--- src/rtl/core/lstm_cell_step_core_defines.svh ---
// Assertion macros for the LSTM step core.
// Included by lstm_cell_step_core, the module that carries concurrent checks.
`ifndef LSTM_CELL_STEP_CORE_DEFINES_SVH
`define LSTM_CELL_STEP_CORE_DEFINES_SVH
`ifndef SYNTHESIS
`define LSC_ASSERT(lbl, clk, rst_n, prop, msg) \
  lbl: assert property (@(posedge clk) disable iff (!rst_n) prop) else $error(msg);
`define LSC_ASSERT_NR(lbl, clk, prop, msg) \
  lbl: assert property (@(posedge clk) prop) else $error(msg);
`else
`define LSC_ASSERT(lbl, clk, rst_n, prop, msg)
`define LSC_ASSERT_NR(lbl, clk, prop, msg)
`endif
`endif

--- src/rtl/core/lsc_ram.sv ---
// Generic single-write, single-read RAM with registered read.
// No dependencies.
module lsc_ram #(
  parameter int Width = 16,
  parameter int Depth = 32
) (
  input  logic                     clk,
  input  logic                     we,
  input  logic [$clog2(Depth)-1:0] waddr,
  input  logic [Width-1:0]         wdata,
  input  logic [$clog2(Depth)-1:0] raddr,
  output logic [Width-1:0]         rdata
);
  logic [Width-1:0] mem [Depth];
  always_ff @(posedge clk) begin
    if (we) mem[waddr] <= wdata;
    rdata <= mem[raddr];
  end
endmodule

--- config.mk ---
export PLATFORM = sky130hd
export DESIGN_NAME = lsc_ram
export DESIGN_NICKNAME = d
export VERILOG_FILES = /design/src/rtl/core/lstm_cell_step_core_defines.svh /design/src/rtl/core/lsc_ram.sv
export SDC_FILE = /design/constraint.sdc
export NUM_CORES = 1
export LEC_CHECK = 0
export BUFFER_PORTS_ARGS = -buffer_cell sky130_fd_sc_hd__buf_4
export CELL_PAD_IN_SITES_DETAIL_PLACEMENT = 0
export CELL_PAD_IN_SITES_GLOBAL_PLACEMENT = 2
export CORE_MARGIN = 2
export CORE_UTILIZATION = 43
export CTS_CLUSTER_DIAMETER = 100
export DETAILED_ROUTE_END_ITERATION = 8
export GPL_TIMING_DRIVEN = 0
export MAX_ROUTING_LAYER = met4
export PLACE_DENSITY_LB_ADDON = 0.1
export SLEW_MARGIN = 20
export SYNTH_ARGS = -nofsm -noshare
export SYNTH_HDL_FRONTEND = slang
export SYNTH_SLANG_ARGS = --single-unit
--- constraint.sdc ---
create_clock -name clk -period 3 [get_ports clk]
set_input_delay 0.6 -clock clk [delete_from_list [all_inputs] [get_ports clk]]
set_output_delay 0.6 -clock clk [all_outputs]
set_load 0.02 [all_outputs]
# After elaboration in Yosys (flattened, before gate mapping)
# Memories as Yosys holds them, arrays and structs flattened. A register that Yosys moved wholly into a read port is not among the register bits.
# Cells that the tools add are included.
dict set report word_totals {
  ff_bits 0
  output_inout_bits 16
  ramBits 512
  n_memories 1
}
dict set report classes {
  n_mux 2
}
# memory depth width read_ports rd_ports_with_merged_regs write_ports line_no
set memory_table {}
lappend memory_table {mem 32 16 1 1 1 lsc_ram.sv:14} ;# logic [Width-1:0] mem [Depth];
# op n
set ops {}
lappend ops {{2-to-1 mux 1 bit} 2}

# Logic depth before layout (Yosys ltp)
dict set report depth {
  word_depth 2
  mapped_depth 8
}

# Worst setup path after synthesis
# No wires, ideal clock.
dict set report synth_timing {
  path_kind {in2reg}
  from {input port waddr[1]}
  to {memory mem[12][0] (enable)}
  required_time_ns 2.612
  t_arrival_ns 1.952
  stages 3
  slack_ns 0.660
  setup_time_ns 0.388
  cell_sequence {or3b_2 -> clkbuf_1 -> nor2_1}
}
# item line_no
set synth_lines {}
lappend synth_lines {{from (decl)} lsc_ram.sv:9} ;# input logic [$clog2(Depth)-1:0] waddr,
lappend synth_lines {{to (decl)} lsc_ram.sv:14}
# Straight into the memory's write port.

==> results.md <==
- The number of placed I/O pins is 44.
- The combined global-route utilization of all metal layers is 22.8%.
- The final antenna-violating net count is 0.
- The x dimension of the die is 223 microns.
- For this configuration, the core starts out at a cell density of 43.3%.
- The detailed placement HPWL is 35100 microns.
- The start point of the worst min-delay path is raddr[3].
- The number of clock sinks seen by CTS is 528.
- After the first detailed-routing iteration, the DRC count stood at 869.
- The first global-routing pass estimated 76600 microns of wire.
- The proportion of register bits with asynchronous set or reset after synthesis is 0%.
- The type of the tightest min-delay check is in -> reg.
- Timing would allow up to 463 MHz.
- Clock tree synthesis inserted a total of 55 buffers.
- Dividing total power by cell area gives a power density of 654 nW/um^2.
- The startpoint type of the worst setup path is an input port.
- No sink is reached through more buffers than the 3 on the longest clock path.
- The largest fanout on the critical path is 10.
- The number of different library cells used by synthesis comes to 26.
- In the routed design, unresolved DRC markers number 0.
- Summing internal, switching and leakage power gives 15.5 mW.
- The full die area is 49500 sq um.
- The area inside the core boundary is 47400 sq um.
- The number of synthesis warnings is 0.
- In this run the vertical extent of the chip is 223 microns.
- The final layout contains routed wiring with a total length of 53700 microns.
- Across the VDD grid, the largest voltage drop is 0.373 mV.
- The final critical path time including I/O delays and setup is 2.16 ns.
- The post-CTS setup repair buffer count is 0.
- Before antenna repair, the detailed router went through 5 iterations.
- In this run, synthesis produced a sequential element count of 528.
- The clock tree synthesis step divided the H-tree into 2 levels.
- Summing all non-filler instances in the final layout gives an area of 23700 sq um.
- Routability-driven placement finished with a final weighted congestion of 0.762.
- The total setup violations reported at the end of the flow is 0.
- At the pin with the least slew margin, the transition time is 0.903 ns.
- The number of antenna violations at the first check in global routing is 0.
- The CTS clock-pin slew for the worst setup and hold paths is 0.06 ns.
- In the final timing run, aggregate negative setup slack is 0 ns.
- Across the run, the number of max-cap violations was 0.
- The total count of max-transition violations in the final report is 0.
- In this run, post-CTS hold repair placed 0 buffers.
- The worst setup path is of the in -> reg kind.
- The kind of end point of the critical path is a flip-flop.
- For this run, the leading register cell type out of synthesis is sky130_fd_sc_hd__edfxtp_1.
- Setup repair after global routing left no endpoint under its margin.
- The layout filler cell count is 3978.
- Counting every net in the synthesized netlist gives 1171.
- In this run the core area contains 80 standard-cell rows.
- The pre-CTS setup slack is 0.213 ns.
- Data arrives at the worst endpoint at 2.60 ns.
- The summed instance area of the synthesized netlist is 20500 sq um.
- Compared with the post-synthesis result, the final layout area differs by 15.6%.
- The number of global-route vias before repair is 10500.
- The tightest hold path in the finished design has a slack of 0.332 ns.
- The startpoint identified for the worst register-to-register timing path is mem[3][9].
- The register area share after synthesis is 76.4%.
- The placed instance area is 22100 sq um.
- Summed over all cells, the static leakage comes to 8.31 nW.
- The count of flip-flops with a built-in enable after synthesis is 512.
- The root buffer cell chosen for the clock tree is sky130_fd_sc_hd__clkbuf_16.
- The count of input and output buffers is 40.
- After layout, the worst setup slack is 0.840 ns.
- The number of instances resized during post-cts repair is 0.
- After detailed routing, the number of vias per cell comes to 5.48.
- The share of final-layout standard cells stronger than drive strength 1 is 17.5%.
- The post-synthesis cell count is 1143.
- At the later pin of the worst-skew pair, clock insertion delay measures 0.61 ns.
- After global routing the overflow that remains totals 0.
- In this run the worst setup path begins at raddr[4].
- STA puts the critical path data required time at 3.44 ns.
- Entering global routing, the biggest net connects 33 pins.
- The average instance in the mapped netlist occupies 18.0 sq um.
- The number of vias in the routed layout is 10600.
- The worst pin sits at a relative slew slack of 39.7%.
- In the final routed layout, each cell accounts on average for 27.8 microns.
- The flow ran to the end, and the final reports show no timing, DRC or antenna violations.
- For this run, the post-layout net count is 1298.
- The number of failing hold endpoints at the final stage is 0.
- Clock skew on the completed layout was measured at 0.0132 ns.
- The final clock period utilization by the worst path is 72.0%.
- TritonCTS built the clock tree.
-- flip-flops by register name (all words and copies together) (netlist names) --
register / cells
mem: 512
rdata: 16
-- path summary, 6_finish.rpt --
kind              endpoint  cells past startpoint  slack (ns)
hold reg to reg   rdata[7]                      4        0.62
hold / removal    rdata[0]                      3        0.33
setup reg to reg  rdata[9]                      5        1.23
setup / recovery  rdata[9]                      7        0.84
-- layout by cell type, fill, tap and decap left out, drive strengths merged, types with 24 or more instances in the layout --
cell type | synthesis | routed
a21oi | 32 | 32
a22o | 32 | 32
a22oi | 64 | 64
buf | 55 | 125
clkbuf | 12 | 87
clkinv | 0 | 24
edfxtp | 512 | 512
mux2i | 256 | 256
nand2 | 33 | 33
nand3 | 34 | 34
nor2 | 34 | 34
-- per-stage QoR --
stage / util, % / instances
after floorplan: - / 1143
after global placement: 45.5 / 1798
after detailed placement: 46.5 / 1828
after CTS: 50.0 / 1929
after global routing: 50.0 / 1929
final: 50.1 / 1933
-- where the power goes --
group | switching [mW] | leakage, nW | total (mW) | internal, mW
Sequential | 0.0256 | 4.75 | 8.23 | 8.20
Clock | 2.71 | 0.813 | 6.34 | 3.63
Combinational | 0.654 | 2.75 | 0.973 | 0.319
Total | 3.39 | 8.31 | 15.5 | 12.1
-- logic make-up after synthesis --
group                  synth area share (%)
AOI/OAI and AO/OA                      4.97
buffers and inverters                  2.63
DFF                                    76.4
muxes                                  12.5
and+or+nand+nor                        3.49
-- metal layers --
metal	GRT usage, %	part of all wire, %	vias to the layer above
met5	-	0	-
met4	6.54	2.6	0
met3	4.10	5.3	83
met2	34.9	47	248
met1	31.2	45	5429
li1	-	-	4826
-- worst max-delay path, stage by stage --
cell and delay [ns]:
sky130_fd_sc_hd__buf_4 0.18, sky130_fd_sc_hd__or2_1 0.16, sky130_fd_sc_hd__buf_2 0.23, sky130_fd_sc_hd__clkbuf_1 0.49
sky130_fd_sc_hd__nor3_1 0.26, sky130_fd_sc_hd__a31oi_1 0.52, sky130_fd_sc_hd__nand3_1 0.16
-- synthesized netlist by cell type (all sizes together) (3+ instances only) --
master	n	area share, %
buf	55	2.4
nor2	34	0.66
a21oi	32	0.78
a22oi	64	2.3
dfxtp	16	1.6
nand2	33	0.60
a22o	32	1.4
nand4	16	0.49
clkbuf	12	0.22
edfxtp	512	75
nand3b	5	0.18
nand3	34	0.83
or3b	3	0.13
a31oi	16	0.49
nor3	16	0.39
mux2i	256	12
-- layout make-up --
class / instances / area (sq um) / area share (%)
well taps: 615 / 769 / 3.24
diodes: 4 / 10.0 / 0.0422
repair buffers: 70 / 694 / 2.92
flip-flops and latches: 528 / 15700 / 66.1
multi-input cells: 548 / 4380 / 18.4
plain buffers: 67 / 541 / 2.28
clock inverters: 26 / 163 / 0.685
clock buffers: 75 / 1490 / 6.29
(Power assumes the default switching activity.)
