### config.mk
export PLATFORM = sky130hd
export DESIGN_NAME = lsc_lane
export DESIGN_NICKNAME = d
export VERILOG_FILES = /design/src/rtl/core/lstm_cell_step_core_defines.svh /design/src/rtl/core/lsc_pkg.sv /design/src/rtl/core/lsc_ram.sv /design/src/rtl/core/lsc_lane.sv
export SDC_FILE = /design/constraint.sdc
export NUM_CORES = 1
export LEC_CHECK = 0
export BUFFER_PORTS_ARGS = -buffer_cell sky130_fd_sc_hd__buf_4
export CORE_UTILIZATION = 45
export CTS_CLUSTER_DIAMETER = 150
export DETAILED_ROUTE_END_ITERATION = 7
export HOLD_SLACK_MARGIN = 0.06
export PLACE_DENSITY = 0.7
export REMOVE_ABC_BUFFERS = 1
export SYNTH_ARGS = -nofsm -noshare
export SYNTH_HDL_FRONTEND = slang
export SYNTH_HIERARCHICAL = 1
export SYNTH_SLANG_ARGS = --single-unit
### constraint.sdc
create_clock -name clk -period 7.2 [get_ports clk]
set_clock_uncertainty 0.05 [all_clocks]
set_input_delay 1.08 -clock clk [delete_from_list [all_inputs] [get_ports clk]]
set_output_delay 1.08 -clock clk [all_outputs]
set_load 0.01 [all_outputs]
### src/rtl/core/lstm_cell_step_core_defines.svh
// Assertion macros for the LSTM step core.
// Included by lstm_cell_step_core, the module that carries concurrent checks.
`ifndef LSTM_CELL_STEP_CORE_DEFINES_SVH
`define LSTM_CELL_STEP_CORE_DEFINES_SVH
`ifndef SYNTHESIS
`define LSC_ASSERT(lbl, clk, rst_n, prop, msg) \
  lbl: assert property (@(posedge clk) disable iff (!rst_n) prop) else $error(msg);
`define LSC_ASSERT_NR(lbl, clk, prop, msg) \
  lbl: assert property (@(posedge clk) prop) else $error(msg);
`else
`define LSC_ASSERT(lbl, clk, rst_n, prop, msg)
`define LSC_ASSERT_NR(lbl, clk, prop, msg)
`endif
`endif

### src/rtl/core/lsc_pkg.sv
// Shared types, constants and a rounding function for the LSTM step core.
// No dependencies.
package lsc_pkg;
  localparam int NumInputsDef = 4;
  localparam int NumUnitsDef  = 8;
  localparam int NumGates     = 4;
  localparam int MaxInput     = 4;

  localparam logic [1:0] REQ_WEIGHT = 2'd0;
  localparam logic [1:0] REQ_BIAS   = 2'd1;
  localparam logic [1:0] REQ_STEP   = 2'd2;

  localparam logic [1:0] GATE_IN   = 2'd0;
  localparam logic [1:0] GATE_FGT  = 2'd1;
  localparam logic [1:0] GATE_CAND = 2'd2;
  localparam logic [1:0] GATE_OUT  = 2'd3;

  typedef enum logic [2:0] {
    ST_IDLE, ST_RD, ST_MAC, ST_ACT, ST_CELL, ST_TANH, ST_HID, ST_EMIT
  } state_t;

  // Divider request bundle from the sequencer to the divider.
  // The denominator reaches 2^17 when exp(-a) is one.
  typedef struct packed {
    logic        start;
    logic [40:0] num;
    logic [17:0] den;
  } div_req_t;

  // Round to Q4.12 (add half, floor) then saturate.
  function automatic logic signed [15:0] to_q12(input logic signed [39:0] v);
    logic signed [39:0] q;
    q = (v + 40'sd2048) >>> 12;
    if (q > 40'sd32767) to_q12 = 16'sh7fff;
    else if (q < -40'sd32768) to_q12 = 16'sh8000;
    else to_q12 = q[15:0];
  endfunction
endpackage

### src/rtl/core/lsc_ram.sv
// Generic single-write, single-read RAM with registered read.
// No dependencies.
module lsc_ram #(
  parameter int Width = 16,
  parameter int Depth = 32
) (
  input  logic                     clk,
  input  logic                     we,
  input  logic [$clog2(Depth)-1:0] waddr,
  input  logic [Width-1:0]         wdata,
  input  logic [$clog2(Depth)-1:0] raddr,
  output logic [Width-1:0]         rdata
);
  logic [Width-1:0] mem [Depth];
  always_ff @(posedge clk) begin
    if (we) mem[waddr] <= wdata;
    rdata <= mem[raddr];
  end
endmodule

### src/rtl/core/lsc_lane.sv
// One input lane: weight memory slice and multiplier for one row element.
// Depends on lsc_pkg, lsc_ram.
module lsc_lane
  import lsc_pkg::*;
#(
  parameter int Depth = NumGates * NumUnitsDef
) (
  input  logic                     clk,
  input  logic                     we,
  input  logic [$clog2(Depth)-1:0] waddr,
  input  logic [15:0]              wdata,
  input  logic [$clog2(Depth)-1:0] raddr,
  input  logic signed [15:0]       x,
  output logic signed [31:0]       prod_r
);
  logic [15:0] w;
  lsc_ram #(.Width(16), .Depth(Depth)) u_wram (
    .clk, .we, .waddr, .wdata, .raddr, .rdata(w)
  );
  always_ff @(posedge clk) prod_r <= x * $signed(w);
endmodule

======== After elaboration in Yosys (flattened, before gate mapping) ========
Memory sizes are Yosys's and may differ from the RTL's. A register that Yosys moved wholly into a read port is not among the register bits.
Cells that the tools add are included.
word-level totals
  register bits ........................... 32
  memory bits (writable) .................. 512
  input bits .............................. 44
  output and inout bits ................... 32
  word-level logic and storage cells ...... 5
  memories kept ........................... 1
memory list
  name        depth  width  read ports  clocked after memory_dff  wr ports  line           source
  u_wram.mem  32     16     1           1                         1         lsc_ram.sv:14  logic [Width-1:0] mem [Depth];
operators by class
  multipliers ............................. 1
  muxes and demuxes ....................... 2
operator list
  operator          count
  $mul A16 B16 Y32  1
  $mux W1           2

======== Longest topological paths before layout ========
  word-level depth ........................ 2
  mapped depth ............................ 22
  mapped depth without buffers ............ 20

======== Modules after synthesis ========
Netlist, hierarchy kept.
by module, submodules not included
  module    instances  cells each  area each (µm²)  sequential area each (µm²)
  lsc_ram   1          1143        20535.9          15695.1
  lsc_lane  1          1114        10505.1          640.6

======== Worst setup path before layout ========
OpenSTA, ideal clock, no wires.
  path kind ............................... input-to-reg
  start ................................... input port x[15]
  end ..................................... register prod_r[25]
  library setup time ...................... 0.073 ns
  data arrival time ....................... 6.393 ns
  data required time ...................... 7.077 ns
  setup slack ............................. 0.683 ns
  stages on the path ...................... 20
  path buffers ............................ 2
  cells stage by stage .................... clkbuf_1 nand2_1 inv_1 fa_1 fa_1 fa_1 fa_1 fa_1 inv_1 fa_1 inv_1 ha_1 buf_2 a21o_1 o21bai_1 a21oi_1 o211ai_2 or2_1 a2111o_1 o211ai_2
between the ends
  longest elaborated chain between the ends .. 1
ends and longest elaborated chain
  item                    line            source
  start: declaration      lsc_lane.sv:13  input logic signed [15:0] x,
  $mul A16 B16 Y32        lsc_lane.sv:20  always_ff @(posedge clk) prod_r <= x * $signed(w);
  end signal: assignment  lsc_lane.sv:20
  end: declaration        lsc_lane.sv:14  output logic signed [31:0] prod_r
Every way passes these cells.

======== Worst setup path after layout ========
  start ................................... register u_wram.rdata[1], read port of u_wram.mem
  end ..................................... register prod_r[25]
between the ends
  longest elaborated chain between the ends .. 1
ends and longest elaborated chain
  item                line            source
  start: declaration  lsc_ram.sv:12   output logic [Width-1:0] rdata
  $mul A16 B16 Y32    lsc_lane.sv:20
Every way passes these cells.

==> impl_metrics.csv <==
group,metric,value,unit
sta,fmax,155,MHz
routing,wl,69200,um
placement,gp_congestion,0.875,
placement,hpwl,44800,um
yosys,yosys_register_bits,560,
sta,finalCritPeriodShare,89.3,%
worst_setup_path,cp_slowest_cell,"dfxtp_1",
yosys,synth_common_cells,"edfxtp_1 (512), inv_1 (286), fa_1 (262)",
yosys,synth_simple_gate_area_share,7.36,%
worst_setup_path,worstPathMaxFanout,16,
clock_network,h-tree-depth,2,
finish,layout-drive-gt1-share,9.14,%
worst_setup_path,crit_path_end_kind,"flop",
die,dieArea,70000,um^2
worst_setup_path,crit_top_cell,"fa_1",
clock_network,clock_path_buffers,3,
global_route,track_usage,20.3,%
yosys,synth-xor-area-share,0.903,%
worst_setup_path,setup.worst_path.class,"flop to flop",
yosys,synthArstFlopShare,0,%
sta,slew_violations,0,
worst_setup_path,crit_chain,"nand2_1 -> inv_1 -> fa_1 -> fa_1 -> fa_1 -> fa_1 -> fa_1 -> inv_1 -> fa_1 -> inv_1 -> ha_1 -> a21o_1 -> o21bai_1 -> a21oi_1 -> o211ai_2 -> or2_1 -> a2111o_1 -> o211ai_2",
finish,finalNetCount,2716,
job,cap_violations,0,
routing,drtPass1Iterations,5,
sta,period_needed,6.43,ns
sta,hold_viol,0,
die,start_util,45.8,%
worst_setup_path,slowest_delay,0.81,ns
finish,synthToLayoutAreaGrowth,10.5,%
yosys,synth.top_cell.area_share,49.5,%
routing,viasPerCell,5.51,
yosys,synth.most_common_cell,"edfxtp_1",
status,status,"finished, final reports clean",
clock_network,clockRootBuffer,"clkbuf_16",
clock_network,path_clk_slew,0.07,ns
die,die_h,265,um
yosys,synthesis.instances,2257,
clock_network,cts_tree,"done",
global_route,overflow,0,
global_route,grt_first_pass_wirelength,109000,um
clock_network,hold_buffers,0,
yosys,synth_area_leaders,"edfxtp_1 (50%), fa_1 (17%), mux2i_1 (8.3%)",
global_route,first_global_vias,18967,
yosys,synth_adder_area_share,20.2,%
yosys,synth_area,31000,um^2
die,ioPinCount,76,
clock_network,clk_latency,0.65,ns
clock_network,cts_resized,0,
sta,tightest_slew,1.09,ns
yosys,synth_top_area_cell,"edfxtp_1",
sta,rsz0062_at_grt,"no",
die,num_rows,95,
sta,finalSetupTns,0,ns
sta,setup_viol,0,
worst_setup_path,worstPathRequired,7.68,ns
worst_setup_path,arrival,6.91,ns
routing,antenna_left,0,
yosys,synth_compound_area_share,5.00,%
die,core-area,67800,um^2
global_route,grt_max_degree,104,
yosys,yosysWarnings,6,
sta,max_slew_margin,27.1,%
routing,vias,17887,
clock_network,cts_sinks,560,
finish,diodes,0,
yosys,synth.mux.area_fraction,8.26,%
hold_path,hold_class,"flop to flop",
yosys,avgSynthCellArea,13.8,um^2
yosys,synth_top_family_by_area,"adder cells",
yosys,synth_edf_count,512,
worst_setup_path,worst-path-buf-inv,3,
yosys,synthDistinctLibCells,60,
clock_network,numCtsBuffers,58,
worst_setup_path,start_kind,"flop",
die,die_x,265,um
yosys,ys.flop_type,"edfxtp_1",
placement,io_buffers,75,
routing,drt_iter0_drc,1363,
worst_setup_path,path_delay_family,"adder cells",
routing,drc,0,
global_route,antenna_found_initial,2,
routing,routedWlPerCell,21.3,um
yosys,seq_area_frac_synth,52.6,%
clock_network,post-cts-setup-buffers,0,
## cells by family after synthesis
family | Yosys count
xor gates and xnor gates | 32
adders and majority gates | 344
AOI/OAI and AO/OA | 220
muxes | 256
buffers and inverters | 388
and+or+nand+nor | 457
DFF | 560
## final timing paths
kind | startpoint | to | slack, ns | cells after the start
hold / removal | u_wram/mem[10][10] | u_wram/rdata[10] | 0.54 | 4
setup / recovery | u_wram/rdata[1] | prod_r[25] | 0.77 | 18
setup reg to reg | u_wram/rdata[1] | prod_r[25] | 0.77 | 18
hold reg to reg | u_wram/mem[10][10] | u_wram/rdata[10] | 0.54 | 4
## metal layers
layer  GRT usage [%]  vias up  part of all wire (%)
met4            6.55        0                   2.7
met1            26.0     9219                    41
met3            2.61      139                   5.5
met5               0        -                     0
met2            35.6      573                    51
li1                -     7956                     -
## worst reg2reg max path, cell delays in order, from the launching register on
cell and delay (ns):
dfxtp_1 0.81, nand2_1 0.22, inv_1 0.17, fa_1 0.55
fa_1 0.57, fa_1 0.46, fa_1 0.50, fa_1 0.49
inv_1 0.05, fa_1 0.47, inv_1 0.04, ha_1 0.39
a21o_1 0.24, o21bai_1 0.17, a21oi_1 0.20, o211ai_2 0.18
or2_1 0.27, a2111o_1 0.43, o211ai_2 0.07
## sequential cells by signal (all words and copies together) (netlist names)
register and flops:
prod_r 32, u_wram/mem 512, u_wram/rdata 16
## per-stage QoR
stage,setup WS [ns],instances,hold slack (ns),area (um^2),utilization [%]
final,0.769,3248,0.538,34300,50.6
after global routing,0.467,3248,0.593,34300,50.6
after CTS,0.807,3248,0.551,34300,50.6
after detailed placement,0.316,3141,0.542,32400,47.8
after global placement,0.443,3141,0.530,32400,47.8
after floorplan,0.932,2155,0.504,30400,-
## cell usage in the layout (no fill, tap or decap), types with 16 or more instances in the layout
master,instances
fa_1,262
edfxtp_1,512
xnor2_1,24
a31oi_1,19
dfxtp_1,48
clkbuf_1,16
nand4_1,18
mux2i_1,256
nand2_1,161
nor2_1,53
a21oi_1,50
inv_1,286
clkbuf_16,58
a22o_1,32
ha_1,82
nand3_1,38
a22oi_1,64
nor3_1,18
and2_1,126
buf_4,110
## final cells by class
class	count	area [um^2]
Clock buffer	76	1540
Clock inverter	31	404
Multi-Input combinational cell	1309	13000
Fill cell	5666	33400
Tap cell	873	1090
Timing Repair Buffer	113	881
Inverter	286	1070
Sequential cell	560	16300
Power is left out: the tool's default activity adds up to more than one toggle a clock period on the data nets, which glitch-free logic cannot reach.
