`src/rtl/core/lstm_cell_step_core_defines.svh`:
```
// Assertion macros for the LSTM step core.
// Included by lstm_cell_step_core, the module that carries concurrent checks.
`ifndef LSTM_CELL_STEP_CORE_DEFINES_SVH
`define LSTM_CELL_STEP_CORE_DEFINES_SVH
`ifndef SYNTHESIS
`define LSC_ASSERT(lbl, clk, rst_n, prop, msg) \
  lbl: assert property (@(posedge clk) disable iff (!rst_n) prop) else $error(msg);
`define LSC_ASSERT_NR(lbl, clk, prop, msg) \
  lbl: assert property (@(posedge clk) prop) else $error(msg);
`else
`define LSC_ASSERT(lbl, clk, rst_n, prop, msg)
`define LSC_ASSERT_NR(lbl, clk, prop, msg)
`endif
`endif

```
`src/rtl/core/lsc_pkg.sv`:
```
// Shared types, constants and a rounding function for the LSTM step core.
// No dependencies.
package lsc_pkg;
  localparam int NumInputsDef = 4;
  localparam int NumUnitsDef  = 8;
  localparam int NumGates     = 4;
  localparam int MaxInput     = 4;

  localparam logic [1:0] REQ_WEIGHT = 2'd0;
  localparam logic [1:0] REQ_BIAS   = 2'd1;
  localparam logic [1:0] REQ_STEP   = 2'd2;

  localparam logic [1:0] GATE_IN   = 2'd0;
  localparam logic [1:0] GATE_FGT  = 2'd1;
  localparam logic [1:0] GATE_CAND = 2'd2;
  localparam logic [1:0] GATE_OUT  = 2'd3;

  typedef enum logic [2:0] {
    ST_IDLE, ST_RD, ST_MAC, ST_ACT, ST_CELL, ST_TANH, ST_HID, ST_EMIT
  } state_t;

  // Divider request bundle from the sequencer to the divider.
  // The denominator reaches 2^17 when exp(-a) is one.
  typedef struct packed {
    logic        start;
    logic [40:0] num;
    logic [17:0] den;
  } div_req_t;

  // Round to Q4.12 (add half, floor) then saturate.
  function automatic logic signed [15:0] to_q12(input logic signed [39:0] v);
    logic signed [39:0] q;
    q = (v + 40'sd2048) >>> 12;
    if (q > 40'sd32767) to_q12 = 16'sh7fff;
    else if (q < -40'sd32768) to_q12 = 16'sh8000;
    else to_q12 = q[15:0];
  endfunction
endpackage

```
`src/rtl/core/lsc_exp.sv`:
```
// exp(-a) in Q16 for a Q4.12 argument; one fraction bit per cycle.
// Depends on lsc_pkg.
module lsc_exp
  import lsc_pkg::*;
(
  input  logic        clk,
  input  logic        rst_n,
  input  logic        start,
  input  logic [16:0] arg,
  output logic        done,
  output logic [16:0] result
);
  localparam logic [15:0] STEPS [8] = '{16'd46341, 16'd55109, 16'd60097, 16'd62757,
                                        16'd64132, 16'd64830, 16'd65182, 16'd65359};
  logic [16:0] e_r, e_nxt;
  logic [19:0] y_r, y_nxt;
  logic [3:0]  k_r, k_nxt;
  logic        busy_r, busy_nxt;
  logic [36:0] ya;
  logic [32:0] prod;
  logic [19:0] n;

  assign ya   = arg * 20'd23637;
  assign prod = e_r * STEPS[k_r[2:0]] + 33'd32768;
  assign n    = y_r >> 12;

  // Eight fraction steps, then done is raised with the result held
  always_comb begin
    e_nxt = e_r; y_nxt = y_r; k_nxt = k_r; busy_nxt = busy_r;
    if (start) begin
      e_nxt = 17'd65536; y_nxt = ya[33:14]; k_nxt = '0; busy_nxt = 1'b1;
    end else if (busy_r) begin
      if (k_r == 4'd8) busy_nxt = 1'b0;
      else begin
        if (y_r[11 - k_r[2:0]]) e_nxt = prod[32:16];
        k_nxt = k_r + 4'd1;
      end
    end
  end

  always_ff @(posedge clk) begin
    if (!rst_n) busy_r <= 1'b0;
    else busy_r <= busy_nxt;
    e_r <= e_nxt; y_r <= y_nxt; k_r <= k_nxt;
  end

  assign done   = busy_r && (k_r == 4'd8);
  assign result = (n >= 20'd31) ? 17'd0 : (e_r >> n[4:0]);
endmodule

```
`config.mk`:
```
export PLATFORM = sky130hd
export DESIGN_NAME = lsc_exp
export DESIGN_NICKNAME = d
export VERILOG_FILES = /design/src/rtl/core/lstm_cell_step_core_defines.svh /design/src/rtl/core/lsc_pkg.sv /design/src/rtl/core/lsc_exp.sv
export SDC_FILE = /design/constraint.sdc
export NUM_CORES = 1
export LEC_CHECK = 0
export BUFFER_PORTS_ARGS = -buffer_cell sky130_fd_sc_hd__buf_2
export CORE_AREA = 2 2 168 170
export CTS_CLUSTER_DIAMETER = 120
export DETAILED_ROUTE_END_ITERATION = 7
export DIE_AREA = 0 0 170 172
export PLACE_DENSITY = 0.71
export SETUP_SLACK_MARGIN = 0.15
export SLEW_MARGIN = 0
export SYNTH_ARGS = -nofsm -noshare
export SYNTH_HDL_FRONTEND = slang
export SYNTH_SLANG_ARGS = --single-unit
export TNS_END_PERCENT = 5
```
`constraint.sdc`:
```
create_clock -name clk -period 8.5 [get_ports clk]
set_clock_uncertainty 0.05 [all_clocks]
set_input_delay 0.425 -clock clk [delete_from_list [all_inputs] [get_ports clk]]
set_output_delay 0.425 -clock clk [all_outputs]
set_load 0.1 [all_outputs]
```
## Yosys cells after proc, flatten, opt, wreduce, memory -nomap -nowiden

Memories as Yosys holds them, arrays and structs flattened.
Cells that the tools add are included.

| word-level totals | value |
|---|---|
| register bits | 40 |
| ROM bits | 128 |
| output and inout port bits | 18 |
| word-level logic and storage cells | 28 |
| memories | 1 |

| cells by class | value |
|---|---|
| $add $sub $neg | 3 |
| multipliers | 2 |
| order comparisons | 3 |
| equality and inequality tests | 1 |
| shift operators | 1 |
| multiplexer cells | 8 |
| bitwise gates (word level) | 2 |
| reduce and logical (&&, ||, !) cells | 3 |

Memory list:

| memory | words | width | rd ports | clocked after memory_dff | wr ports | line | text |
|---|---|---|---|---|---|---|---|
| (no name shown) | 8 | 16 | 1 | 0 | 0 | lsc_exp.sv:24 | `assign prod = e_r * STEPS[k_r[2:0]] + 33'd32768;` |

Operator list:

| cell | count |
|---|---|
| $add A33 B16 Y33 const B | 1 |
| $mul A17 B16 Y33 | 1 |
| $lt A32 B6 Y1 const B | 1 |
| $mul A17 B15 Y32 const B | 1 |
| $mux W16 | 2 |
| $mux W17 | 1 |
| $shr A17 B5 Y17 | 1 |
| $ge A6 B5 Y1 const B | 1 |
| $bmux W1 S5 | 1 |
| $sub A4 B3 Y5 const A | 1 |
| $add A4 B1 Y4 const B | 1 |
| $eq A4 B4 Y1 const B | 1 |
| $ge A4 B4 Y1 const B | 1 |
| $mux W1 | 4 |
| $not A3 Y4 | 1 |
| $reduce_and A3 Y1 | 1 |
| $reduce_and A2 Y1 | 1 |
| $logic_and A1 B1 Y1 | 1 |
| $not A1 Y1 | 1 |

## Longest topological paths before layout

| logic depth | value |
|---|---|
| depth in word-level cells | 6 |
| mapped depth | 27 |
| mapped depth without buffers | 25 |

## Worst setup path after synthesis

Ideal clock, no wire load.

| path | value |
|---|---|
| kind | register to register |
| start point | reg k_r[0] |
| end point | reg e_r[6] |
| arrival | 6555 ps |
| required time | 8322 ps |
| setup slack | 1767 ps |
| cell stages (with the launch flop) | 28 |
| clock period less this slack | 6733 ps |
| cells stage by stage | dfxtp_1 -> inv_1 -> ha_1 -> clkbuf_1 -> nor2_1 -> a21oi_1 -> clkbuf_1 -> nand2_1 -> fa_1 -> inv_1 -> fa_1 -> inv_1 -> fa_1 -> inv_1 -> fa_1 -> fa_1 -> inv_1 -> fa_1 -> inv_1 -> ha_1 -> a21o_1 -> a21o_1 -> a32oi_1 -> o211a_4 -> a211oi_1 -> or3_1 -> a31oi_1 -> nor2_1 |

| between the ends | value |
|---|---|
| longest elaborated chain between the ends | 6 |
| elaborated cells on any way between the ends | 12 |

Ends and longest elaborated chain:

| item | line | text |
|---|---|---|
| from (decl) | lsc_exp.sv:17 | `logic [3:0] k_r, k_nxt;` |
| from (signal assigned) | lsc_exp.sv:44 | `e_r <= e_nxt; y_r <= y_nxt; k_r <= k_nxt;` |
| $not A3 Y4 (implied by the code) | lsc_exp.sv:24 |  |
| $mem_v2 Z8 W16 | -- |  |
| $mux W16 (implied by the code) (2 in series) | lsc_exp.sv:24 |  |
| $mul A17 B16 Y33 | lsc_exp.sv:24 |  |
| $add A33 B16 Y33 | lsc_exp.sv:24 |  |
| to (signal assigned) | lsc_exp.sv:44 |  |
| to (decl) | lsc_exp.sv:15 | `logic [16:0] e_r, e_nxt;` |

Several ways; a longest one is shown, not always the timed one. The select of a mux whose other input is x is not followed.
A chain may end at the register's enable or synchronous reset.

## Worst setup path in the final report

| path | value |
|---|---|
| start point | reg k_r[0] |
| end point | reg e_r[16] |

The elaborated chain is that of the path after synthesis.

==> results <==
- The overall routed net length is 35500 um.
- The total I/O pin count is 38.
- The total congestion overflow is 0.
- After detailed placement, the total cell area comes to 15400 um^2.
- The final hold violation count was 0.
- After synthesis the netlist holds a flip-flop and latch count of 36.
- The post-synthesis to final-layout area growth is 4.48%.
- The time the final worst path needs with I/O delays and setup is 7.57 ns.
- The number of enable flip-flop cells after synthesis is 14.
- The initial antenna violation count is 0.
- The number of buffers inserted by post-CTS setup repair is 0.
- Counting distinct cell types in the post-synthesis netlist gives 69.
- The maximum count of clock buffers along a single path is 2.
- The startpoint-to-endpoint class of the critical path is register to register.
- The antenna violation net count after detailed routing is 0.
- The root buffer selected by CTS is sky130_fd_sc_hd__clkbuf_16.
- The region available for standard cell placement spans 27500 um^2.
- The largest single stage delay on the critical path is 0.63 ns.
- The clock-pin slew on the worst setup and hold paths is 0.06 ns.
- The required time of the critical path is 8.63 ns.
- The global routing usage summed across all routing layers is 25.9%.
- The net load switching power is 3.30 mW.
- In the routed design, unresolved DRC markers number 0.
- The critical path's slowest cell is sky130_fd_sc_hd__a21oi_1.
- The total buffers and inverters traversed by the critical path is 5.
- The number of buffers inserted during clock tree synthesis is 5.
- The final antenna diode count is 0.
- Once layout is done, the placed cells without fillers occupy 15600 um^2.
- Walking the worst path, the cells encountered are inv_1 > ha_1 > nor2_1 > a21oi_1 > buf_4 > nand2_1 > fa_1 > inv_1 > fa_1 > fa_1 > fa_1 > fa_1 > inv_1 > fa_1 > inv_1 > ha_1 > a21oi_1 > o21ai_0 > a21oi_1 > nand3_1 > a31oi_4 > o31ai_4 > o21a_1 > o211a_1.
- The pin count of the biggest net entering global routing is 37.
- The summed instance area of the synthesized netlist is 14900 um^2.
- The static leakage is 8.28 nW.
- Sequential cells account for 8.4% of the total power.
- The tightest min-delay check is of the primary input to register type.
- The cell-internal power is 2.48 mW.
- The proportion of synthesized chip area in sequential cells is 5.77%.
- The critical path arrival is 7.70 ns.
- The worst path uses 89.1% of the clock period.
- Derived from the worst setup path, the maximum achievable clock frequency is 132 MHz.
- The most used cell along the critical path is sky130_fd_sc_hd__fa_1.
- The area of the die is 29200 um^2.
- The global-route wire length before repair is 58800 um.
- In the layout the commonest cells are sky130_fd_sc_hd__inv_1, sky130_fd_sc_hd__fa_1, sky130_fd_sc_hd__ha_1.
- The share of total power dissipated in the clock network is 3.1%.
- The number of clock sinks is 36.
- For this configuration, the core starts out at a cell density of 54.3%.
- The clock tree synthesis step divided the H-tree into 2 levels.
- Setup repair after global routing left no endpoint under its margin.
- After the first detailed-routing iteration, the DRC count stood at 709.
- The post-route netlist has 5.15% of its cells at a drive strength greater than 1.
- Routability-driven placement finished with a final weighted congestion of 0.949.
- The CTS tree is done.
- Buffers inserted to repair hold after CTS numbered 0.
- The average cell area after synthesis is 9.18 um^2.
- In the synthesized netlist the async set-or-reset flop fraction comes to 0%.
- The commonest non-fill, non-tap cell in the layout is sky130_fd_sc_hd__inv_1.
- The cell type group with the largest total delay on the critical path is adder cells.
- Measured against its own limit, the worst slew margin works out to 32.5%.
- In this run the worst path has a maximum fanout of 10.
- At the end of the flow, the number of nets in the layout was 2192.
- The number of nets handed over by synthesis was 2187.
- The count of fill cells added during filler insertion is 2461.
- Net switching is 57.1% of the power.
- The pre-antenna-repair detailed-routing pass consisted of 5 iterations.
- The HPWL after detailed placement is 29600 um.
- The number of instances resized during post-cts repair is 0.
- STA classifies the critical path startpoint as a register.
- The number of global-route vias before repair was 11400.
- The final setup slack of the worst path is 0.926 ns.
- Setup total negative slack on the finished layout was measured at 0 ns.
- In this run the power density over the cells is 371 nW/um^2.
- The via count is 10900.
- The synthesized netlist cell count is 1625.
- Max-cap violations in this run came to 0.
- The count of yosys warnings during synthesis is 0.
- The routed wirelength normalized by instance count is 18.0 um.
- The clock latency reported for the late side of the worst-skew pair is 0.28 ns.
- The most common flop cell mapped by yosys is sky130_fd_sc_hd__dfxtp_1.
- The vertical die dimension is 172 um.
- The number of placement rows is 61.
- The vias per cell is 5.53.
- The run finished with clean final reports.
- Of the total power, combinational logic draws 88.5%.
- The maximum resistive drop on vdd is 0.322 mV.
- Setup violations remaining at the end of the flow were counted as 0.
- The pin slew with the least headroom to its limit is 1.01 ns.
- The type of destination of the critical path is a register.
- Port buffering added 37 buffers.
- The count of pins over their slew limit is 0.
- The worst slack at placement is 1.09 ns.
- The die extent in x is 170 um.
-- per-stage QoR --
| step | power [mW] | hold slack (ns) | std cells | util (%) |
|---|---|---|---|---|
| floorplan | 4.31 | 0.459 | 1625 | - |
| global placement | 5.41 | 0.493 | 1969 | 56.2 |
| detailed placement | 5.52 | 0.525 | 1969 | 56.2 |
| CTS | 5.77 | 0.373 | 1977 | 56.7 |
| global route | 6.51 | 0.381 | 1977 | 56.7 |
| finish | 5.78 | 0.373 | 1977 | 56.7 |
-- logic make-up (layout without fill, tap and decap cells) --
kind of cell | after synthesis | count (layout) | synth area share [%]
xor+xnor | 27 | 27 | 1.59
buf+inv | 460 | 466 | 11.6
simple gates | 375 | 375 | 11.8
fa+ha+maj | 542 | 542 | 59.7
flops | 36 | 36 | 5.77
mux | 20 | 20 | 1.86
compound gates | 165 | 165 | 7.75
-- cell type report --
type | count | area, um^2 | share of cell area, %
clock buffer | 5 | 125 | 0.803
clock inverter | 3 | 17.5 | 0.112
inverter | 406 | 1520 | 9.78
multi-input combinational | 1129 | 12300 | 79.1
sequential | 36 | 861 | 5.52
tap | 346 | 433 | 2.78
timing repair buffer | 52 | 298 | 1.91
-- path summary, 6_finish.rpt --
path                            startpoint      end  slack [ns]  cells past startpoint
worst min register to register      k_r[3]   k_r[3]        0.54                      3
worst max-delay path                k_r[0]  e_r[16]        0.93                     24
worst min-delay path                 rst_n   busy_r        0.37                      2
worst max register to register      k_r[0]  e_r[16]        0.93                     24
-- Yosys cell counts, types with 2 or more instances --
| cell type | number | share of area (%) |
|---|---|---|
| sky130_fd_sc_hd__ha_1 | 260 | 22 |
| sky130_fd_sc_hd__clkbuf_1 | 46 | 1.2 |
| sky130_fd_sc_hd__o21ai_0 | 24 | 0.81 |
| sky130_fd_sc_hd__o22a_1 | 5 | 0.29 |
| sky130_fd_sc_hd__or3_1 | 2 | 0.084 |
| sky130_fd_sc_hd__nand4_1 | 8 | 0.34 |
| sky130_fd_sc_hd__and4_1 | 2 | 0.12 |
| sky130_fd_sc_hd__inv_1 | 404 | 10 |
| sky130_fd_sc_hd__xor2_1 | 8 | 0.47 |
| sky130_fd_sc_hd__o21ai_1 | 3 | 0.10 |
| sky130_fd_sc_hd__xnor2_1 | 19 | 1.1 |
| sky130_fd_sc_hd__o21bai_1 | 2 | 0.10 |
| sky130_fd_sc_hd__fa_1 | 282 | 38 |
| sky130_fd_sc_hd__mux2i_1 | 12 | 0.81 |
| sky130_fd_sc_hd__nand3_1 | 15 | 0.50 |
| sky130_fd_sc_hd__edfxtp_1 | 14 | 2.8 |
| sky130_fd_sc_hd__o211ai_1 | 3 | 0.15 |
| sky130_fd_sc_hd__nand3b_1 | 2 | 0.10 |
| sky130_fd_sc_hd__o2111ai_1 | 2 | 0.12 |
| sky130_fd_sc_hd__a21boi_0 | 2 | 0.10 |
| sky130_fd_sc_hd__a21boi_1 | 2 | 0.10 |
| sky130_fd_sc_hd__mux4_2 | 6 | 0.91 |
| sky130_fd_sc_hd__a2111oi_0 | 2 | 0.12 |
| sky130_fd_sc_hd__dfxtp_1 | 22 | 3.0 |
| sky130_fd_sc_hd__buf_1 | 3 | 0.075 |
| sky130_fd_sc_hd__mux2_2 | 2 | 0.15 |
| sky130_fd_sc_hd__a211oi_1 | 19 | 0.96 |
| sky130_fd_sc_hd__nand2b_1 | 12 | 0.50 |
| sky130_fd_sc_hd__or2_2 | 3 | 0.13 |
| sky130_fd_sc_hd__a31oi_1 | 7 | 0.29 |
| sky130_fd_sc_hd__and2_1 | 47 | 2.0 |
| sky130_fd_sc_hd__a21o_1 | 13 | 0.65 |
| sky130_fd_sc_hd__nor2_1 | 81 | 2.0 |
| sky130_fd_sc_hd__buf_2 | 5 | 0.17 |
| sky130_fd_sc_hd__o22ai_1 | 2 | 0.084 |
| sky130_fd_sc_hd__and3_1 | 16 | 0.67 |
| sky130_fd_sc_hd__nand2_1 | 152 | 3.8 |
| sky130_fd_sc_hd__nor2b_1 | 20 | 0.84 |
| sky130_fd_sc_hd__nor3_1 | 11 | 0.37 |
| sky130_fd_sc_hd__o31ai_1 | 2 | 0.10 |
| sky130_fd_sc_hd__a21oi_1 | 51 | 1.7 |
| sky130_fd_sc_hd__o21a_1 | 5 | 0.25 |
-- state kept, by name (all words and copies together) (netlist names) --
| name | count |
|---|---|
| k_r | 4 |
| e_r | 17 |
| busy_r | 1 |
| y_r | 14 |
-- routing by layer --
metal  up-vias  share of wire, %  GRT usage, %
li1       5074                 -             -
met1      5389                44          36.7
met2       408                46          42.0
met3        67               7.5          3.85
met4         0               2.4          6.58
met5         -                 0             0
-- power groups by stage --
stage          logic (mW)  clock network [mW]  registers [mW]
2_1_floorplan        3.96                   0           0.350
3_3_place_gp         4.92                   0           0.485
3_5_place_dp         5.04                   0           0.483
4_1_cts              5.10               0.183           0.482
5_1_grt              5.82               0.188           0.500
6_report             5.11               0.181           0.487
Power figures use the tool's default switching activity.
